## src/hw/rtl/chs_pkg.sv

```systemverilog
`timescale 1ns / 1ps

package chs_pkg;

    // fixed field widths
    localparam int CFG_W      = 5;
    localparam int STATUS_W   = 2;
    localparam int BUCKET_W   = 4;
    localparam int REM_W      = CFG_W;
    localparam int DIGIT_BITS = 4;

    localparam logic [CFG_W-1:0] RESET_BUCKETS = 5'd10;

    // command codes
    localparam logic CMD_INSERT = 1'b0;
    localparam logic CMD_SEARCH = 1'b1;

    // result status codes
    localparam logic [STATUS_W-1:0] STAT_INSERTED  = 2'd0;
    localparam logic [STATUS_W-1:0] STAT_FOUND     = 2'd1;
    localparam logic [STATUS_W-1:0] STAT_NOT_FOUND = 2'd2;
    localparam logic [STATUS_W-1:0] STAT_POOL_FULL = 2'd3;

    typedef enum logic [2:0] {
        ST_IDLE,
        ST_MOD,
        ST_DECIDE,
        ST_LINK,
        ST_WALK
    } chs_state_t;

    // modulo unit controls
    typedef struct packed {
        logic load;
        logic step;
    } chs_mod_ctl_t;

    // node store write controls
    typedef struct packed {
        logic wr_key;
        logic wr_link;
    } chs_node_ctl_t;

endpackage

```

## src/hw/rtl/chs_mod_unit.sv

```systemverilog
`timescale 1ns / 1ps

module chs_mod_unit
    import chs_pkg::*;
#(
    parameter int KEY_BITS = 31
)
(
    input  logic                clk,
    input  logic                rst_n,
    input  chs_mod_ctl_t        ctl,
    input  logic [KEY_BITS-1:0] key,
    input  logic [CFG_W-1:0]    divisor,
    output logic                done,
    output logic [REM_W-1:0]    rem
);

    localparam int STEPS = (KEY_BITS + DIGIT_BITS - 1) / DIGIT_BITS;
    localparam int PAD_W = STEPS * DIGIT_BITS;
    localparam int CNT_W = $clog2(STEPS + 1);

    logic [PAD_W-1:0] shift_reg, shift_next;
    logic [REM_W-1:0] rem_reg, rem_next;
    logic [CFG_W-1:0] div_reg, div_next;
    logic [CNT_W-1:0] cnt_reg, cnt_next;

    assign done = (cnt_reg == CNT_W'(STEPS));
    assign rem  = rem_reg;

    // restoring remainder, one digit of key bits per step
    always_comb
    begin
        logic [REM_W:0]   trial;
        logic [REM_W-1:0] r;
        shift_next = shift_reg;
        rem_next   = rem_reg;
        div_next   = div_reg;
        cnt_next   = cnt_reg;
        r          = rem_reg;
        trial      = '0;
        if (ctl.load)
        begin
            shift_next = PAD_W'(key);
            rem_next   = '0;
            div_next   = divisor;
            cnt_next   = '0;
        end
        else if (ctl.step && !done)
        begin
            for (int i = 0; i < DIGIT_BITS; i++)
            begin
                trial = {r, shift_reg[PAD_W-1-i]};
                if (trial >= {1'b0, div_reg})
                begin
                    trial = trial - {1'b0, div_reg};
                end
                r = trial[REM_W-1:0];
            end
            rem_next   = r;
            shift_next = shift_reg << DIGIT_BITS;
            cnt_next   = cnt_reg + CNT_W'(1);
        end
    end

    // step counter
    always_ff @(posedge clk or negedge rst_n)
    begin
        if (!rst_n)
        begin
            cnt_reg <= CNT_W'(STEPS);
        end
        else
        begin
            cnt_reg <= cnt_next;
        end
    end

    // datapath
    always_ff @(posedge clk)
    begin
        shift_reg <= shift_next;
        rem_reg   <= rem_next;
        div_reg   <= div_next;
    end

endmodule

```

## config.mk

```make
export PLATFORM = sky130hd
export DESIGN_NAME = chs_mod_unit
export DESIGN_NICKNAME = d
export VERILOG_FILES = /design/src/hw/rtl/chs_pkg.sv /design/src/hw/rtl/chs_mod_unit.sv
export SDC_FILE = /design/constraint.sdc
export NUM_CORES = 1
export LEC_CHECK = 0
export ABC_CLOCK_PERIOD_IN_PS = 17810
export BUFFER_PORTS_ARGS = -buffer_cell sky130_fd_sc_hd__buf_2
export CORE_ASPECT_RATIO = 1.4
export CORE_MARGIN = 2
export CORE_UTILIZATION = 40
export DETAILED_ROUTE_END_ITERATION = 6
export GPL_TIMING_DRIVEN = 0
export PLACE_DENSITY = 0.6
export SYNTH_ARGS = -nofsm -noshare
export SYNTH_HDL_FRONTEND = slang
export SYNTH_SLANG_ARGS = --single-unit
```

## constraint.sdc

```tcl
create_clock -name clk -period 17.81 [get_ports clk]
set_input_delay 1.781 -clock clk [delete_from_list [all_inputs] [get_ports clk]]
set_output_delay 1.781 -clock clk [all_outputs]
set_load 0.01 [all_outputs]
```

Word-level counts from Yosys, hierarchy flattened
Cells that the tools add are included.
W data, S select, Z words.
- bits in registers: 46
- input port bits: 40
- output and inout port bits: 6
- word-level logic and storage cells: 32
- add/sub/neg operators: 5
- order comparisons: 4
- equal/unequal tests: 1
- multiplexer cells: 14
- reduce and logical (&&, ||, !) cells: 3
- operators by type and width (cell ; number):
    $mux W31 ; 2
    $mux W5 ; 10
    $ge A6 B5 Y1 ; 4
    $sub A5 B5 Y5 ; 4
    $mux W4 ; 2
    $add A4 B1 Y4 const B ; 1
    $eq A4 B4 Y1 const B ; 1
    $reduce_bool A2 Y1 ; 1
    $logic_and A1 B1 Y1 ; 1
    $logic_not A1 Y1 ; 1

Logic depth before layout (Yosys ltp)
- depth in word-level cells: 15
- gate-level depth with buffers: 34
- mapped depth without buffers: 31

Least setup slack after synthesis
OpenSTA, ideal clock, no wires.
- kind: register to register
- from: reg div_reg[1]
- to: reg rem_reg[0], in the netlist rem[0]
- setup time: 0.079 ns
- arrival: 7.049 ns
- data required time: 17.731 ns
- path slack: 10.681 ns
- stages on the path, launching flop included: 31
- path buffers: 2
- clock period less this slack: 7.129 ns
- path through: edfxtp_1 inv_1 fa_1 a21oi_1 o2bb2ai_2 or2_1 clkbuf_1 mux2_1 ha_1 nand2b_1 a21oi_1 o22ai_1 nand3_1 mux2_2 fa_1 nand2b_1 a21oi_1 o22a_1 a311oi_2 a21oi_1 mux2i_1 fa_1 a21o_1 a21o_1 a21o_1 a21oi_1 o41ai_4 or3_1 buf_6 mux2_4 a211oi_2
- word-level cells in the longest chain between the ends: 14
- ends and longest elaborated chain (element ; line ; source):
    start: declaration ; chs_mod_unit.sv:24 ; logic [CFG_W-1:0] div_reg, div_next;
    start signal: assignment ; chs_mod_unit.sv:83 ; div_reg <= div_next;
    $sub A5 B5 Y5 or $ge A6 B5 Y1 (tied branches) ; chs_mod_unit.sv:55, chs_mod_unit.sv:53 ;
    $mux W5 ; chs_mod_unit.sv:53 ; if (trial >= {1'b0, div_reg})
    $mux W5 ; chs_mod_unit.sv:48 ; else if (ctl.step && !done)
    $mux W5 ; chs_mod_unit.sv:41 ; if (ctl.load)
    $sub A5 B5 Y5 or $ge A6 B5 Y1 (tied branches) ; chs_mod_unit.sv:55, chs_mod_unit.sv:53 ;
    $mux W5 ; chs_mod_unit.sv:53 ;
    $mux W5 ; chs_mod_unit.sv:48 ;
    $mux W5 ; chs_mod_unit.sv:41 ;
    $sub A5 B5 Y5 or $ge A6 B5 Y1 (tied branches) ; chs_mod_unit.sv:55, chs_mod_unit.sv:53 ;
    $mux W5 ; chs_mod_unit.sv:53 ;
    $mux W5 ; chs_mod_unit.sv:48 ;
    $mux W5 ; chs_mod_unit.sv:41 ;
    $ge A6 B5 Y1 (*) ; chs_mod_unit.sv:53 ;
    $mux W5 (*) ; chs_mod_unit.sv:53 ;
    end signal: assignment ; chs_mod_unit.sv:82 ; rem_reg <= rem_next;
    end: declaration ; chs_mod_unit.sv:23 ; logic [REM_W-1:0] rem_reg, rem_next;
Every way passes the cells marked *; elsewhere a longest branch is shown, timed or not. The select of a mux whose other input is x is not followed.
A chain may end at the register's enable or synchronous reset.

Final worst setup path
- from: reg div_reg[0]
- to: reg rem_reg[0], in the netlist rem[0]
- word-level cells in the longest chain between the ends: 14
- ends and longest elaborated chain (element ; line):
    $sub A5 B5 Y5 or $ge A6 B5 Y1 (tied branches) ; chs_mod_unit.sv:55, chs_mod_unit.sv:53
    $mux W5 ; chs_mod_unit.sv:53
    $mux W5 ; chs_mod_unit.sv:48
    $mux W5 ; chs_mod_unit.sv:41
    $sub A5 B5 Y5 or $ge A6 B5 Y1 (tied branches) ; chs_mod_unit.sv:55, chs_mod_unit.sv:53
    $mux W5 ; chs_mod_unit.sv:53
    $mux W5 ; chs_mod_unit.sv:48
    $mux W5 ; chs_mod_unit.sv:41
    $sub A5 B5 Y5 or $ge A6 B5 Y1 (tied branches) ; chs_mod_unit.sv:55, chs_mod_unit.sv:53
    $mux W5 ; chs_mod_unit.sv:53
    $mux W5 ; chs_mod_unit.sv:48
    $mux W5 ; chs_mod_unit.sv:41
    $ge A6 B5 Y1 ; chs_mod_unit.sv:53
    $mux W5 (*) ; chs_mod_unit.sv:53
Marked as above.

==> impl_metrics.tcl <==
set metrics [dict create \
    syn_area_sq_um 2917 \
    clock_latency_ns 0.31 \
    cts_setup_buffers 0 \
    min_period_ns 8.044 \
    grt_antenna_before_repair 0 \
    ctsLongestPathBuffers 2 \
    cts_buffers 5 \
    crit_path_start_kind "register" \
    drt-pass1-iter-count 4 \
    synthTopCellsByArea "edfxtp_1, mux2_2, ha_1, dfxtp_1, fa_1" \
    path_depth 31 \
    path_clk_slew_ns 0.09 \
    die_area_sq_um 8000 \
    grt.total_usage 0.1494 \
    drt_first_iter_violations 66 \
    drive_gt1_frac 0.3255 \
    hp-class "reg2reg" \
    hold_viol_final 0 \
    synth_seq_cells 46 \
    setup_violations 0 \
    cpMostUsedCell "a21oi_1" \
    yosys_most_used_dff "edfxtp_1" \
    period_share 0.4516 \
    cp-end-kind "register" \
    timing.rr.end "rem[0]$_SDFFE_PP0P_" \
    synth_area_leader_cell "edfxtp_1" \
    path_class "reg2reg" \
    crit_path_max_fanout 6 \
    cp.required_ns 18.04 \
    synth_edf_count 36 \
    cts_hold_buf 0 \
    slowest_stage "edfxtp_1" \
    synthCells 245 \
    r2r_cells 31 \
    tritoncts "built" \
    synth_top_area_frac 0.3707 \
    ant_nets 0 \
    r2r_start "div_reg[0]$_DFFE_PP_" \
    vias_per_cell 4.975 \
    synthToLayoutAreaGrowth_pct 15.74 \
    nFillCells 694 \
    worst_slew_pin_slew_ns 0.7412 \
    critPathLaunch "div_reg[0]$_DFFE_PP_" \
    grt_pass1_wl_um 9390 \
    core_sq_um 7027 \
    rsz0062_at_grt "no" \
    grt_pass1_vias 2081 \
    initial_core_util 0.4151 \
    skew_ns 0.005910 \
    multi_input_area_sq_um 1493 \
    die_w_um 76.17 \
    cts_root_buffer "clkbuf_8" \
    grt_max_degree 32 \
    antenna_cells 0 \
    ys_seq_area_frac 0.4466 \
    syn_nets 311 \
    drv_cap 0 \
    die_h_um 105.0 \
    cts.repair.resized 0 \
    yosysMostFrequentCell "edfxtp_1" \
    synth-async-reset-ratio 0.08696 \
    routabilityCongestion 0.7936 \
    critPathBufInv 4 \
    nets 363 \
    outcome "complete, no violations" \
    routed_wl_um 5622 \
    num_vias 1955 \
    cts_max_level 2 \
    regArea_sq_um 1303 \
    dpl_cell_area_sq_um 3261 \
    dp_hpwl_um 4461 \
    maxSlewHeadroom 0.5059 \
    yosys_warnings 0 \
    syn_avg_cell_area_sq_um 11.90 \
    synth_commonest_cells "edfxtp_1, mux2_2, ha_1, inv_1, a21oi_1" \
    post-route-drc-count 0 \
    maxSlewViolCount 0 \
    wl_per_cell_um 14.31 \
    largest_reg_flops 32 \
    max_freq_mhz 124.3 \
    grt_overflow 0 \
    finalSetupTns_ns 0 \
    port_buffers 45 \
    cts_sinks 46 \
    io_pins 46 \
    synthDistinctLibCells 42 \
    crit_path_end "rem[0]$_SDFFE_PP0P_" \
    rows 36 \
    critPathMaxStageDelay_ns 0.48 \
    cp_top_family "compound AO/OA/AOI/OAI gates" \
    rrSetupSlack_ns 9.77 \
    worstPathArrival_ns 8.27 \
    final_cell_area_sq_um 3376 \
]
-- worst reg2reg max path: cells and delay by family (launching register included) --
| kind | cells | cell delay, ns |
|---|---|---|
| AO/OA/AOI/OAI | 15 | 3.34 |
| adder cells (fa/ha/maj) | 5 | 1.67 |
| multiplexers | 3 | 1.08 |
| AND/OR/NAND/NOR | 4 | 0.97 |
| flip-flops | 1 | 0.48 |
| buffers and inverters | 4 | 0.45 |
-- per-layer routing --
layer  vias to the layer above  share of wire  track usage
met5                         -              0            0
met4                         0          0.023      0.06494
met1                       905           0.40       0.1653
met2                        50           0.53       0.2749
met3                         7          0.049      0.03022
li1                        993              -            -
-- worst min path at each step --
stage | startpoint | end | slack [ns] | cells past startpoint
floorplan | shift_reg[31]$_SDFFE_PP0P_ | shift_reg[31]$_SDFFE_PP0P_ | 0.45 | 2
global placement | shift_reg[27]$_DFFE_PP_ | shift_reg[31]$_SDFFE_PP0P_ | 0.50 | 2
detailed placement | shift_reg[27]$_DFFE_PP_ | shift_reg[31]$_SDFFE_PP0P_ | 0.50 | 2
CTS | shift_reg[27]$_DFFE_PP_ | shift_reg[31]$_SDFFE_PP0P_ | 0.53 | 2
global route | rem[2]$_SDFFE_PP0P_ | rem[2]$_SDFFE_PP0P_ | 0.55 | 2
finish | rem[2]$_SDFFE_PP0P_ | rem[2]$_SDFFE_PP0P_ | 0.52 | 2
-- cell type report --
type | count | area share
multi-input combinational | 170 | 0.4422
sequential | 46 | 0.3858
timing repair buffer | 45 | 0.06672
tap | 95 | 0.03521
inverter | 20 | 0.02224
clock buffer | 5 | 0.02039
buffer | 9 | 0.01446
clock inverter | 3 | 0.01297
-- cells by family (layout without fill, tap and decap cells) --
kind of cell,Yosys count,count (layout),share of synthesized area
AOI/OAI and AO/OA,46,46,0.1218
and+or+nand+nor,46,46,0.07937
xor gates and xnor gates,14,14,0.04204
buffers and inverters,29,82,0.04247
DFF,46,46,0.4466
adders and majority gates,26,26,0.1218
muxes,38,38,0.1459
-- layout by cell type, fill, tap and decap left out, types with 5 or more instances in the layout --
cell type  Yosys  routed
xor2_1         5       5
nand2_1       10      10
a21o_1        10      10
mux2_2        31      31
nor2_1        13      13
ha_1          22      22
and2_1         5       5
mux2i_1        5       5
clkbuf_1       7       7
dfxtp_1        6       6
buf_2          0      45
clkbuf_8       0       5
a21oi_1       15      15
edfxtp_1      36      36
xnor2_1        9       9
inv_1         20      20
-- metrics by stage --
stage	worst slack (ns)	hold WS [ns]	utilization	instances
final	9.766	0.5175	0.4804	393
after global placement	9.747	0.5036	0.4640	385
after detailed placement	9.687	0.5047	0.4640	385
after global routing	9.298	0.5503	0.4804	393
after CTS	9.665	0.5274	0.4801	393
after floorplan	10.68	0.4462	-	245
Power is left out: the tool's default activity adds up to more than one toggle a clock period on the data nets, which glitch-free logic cannot reach.
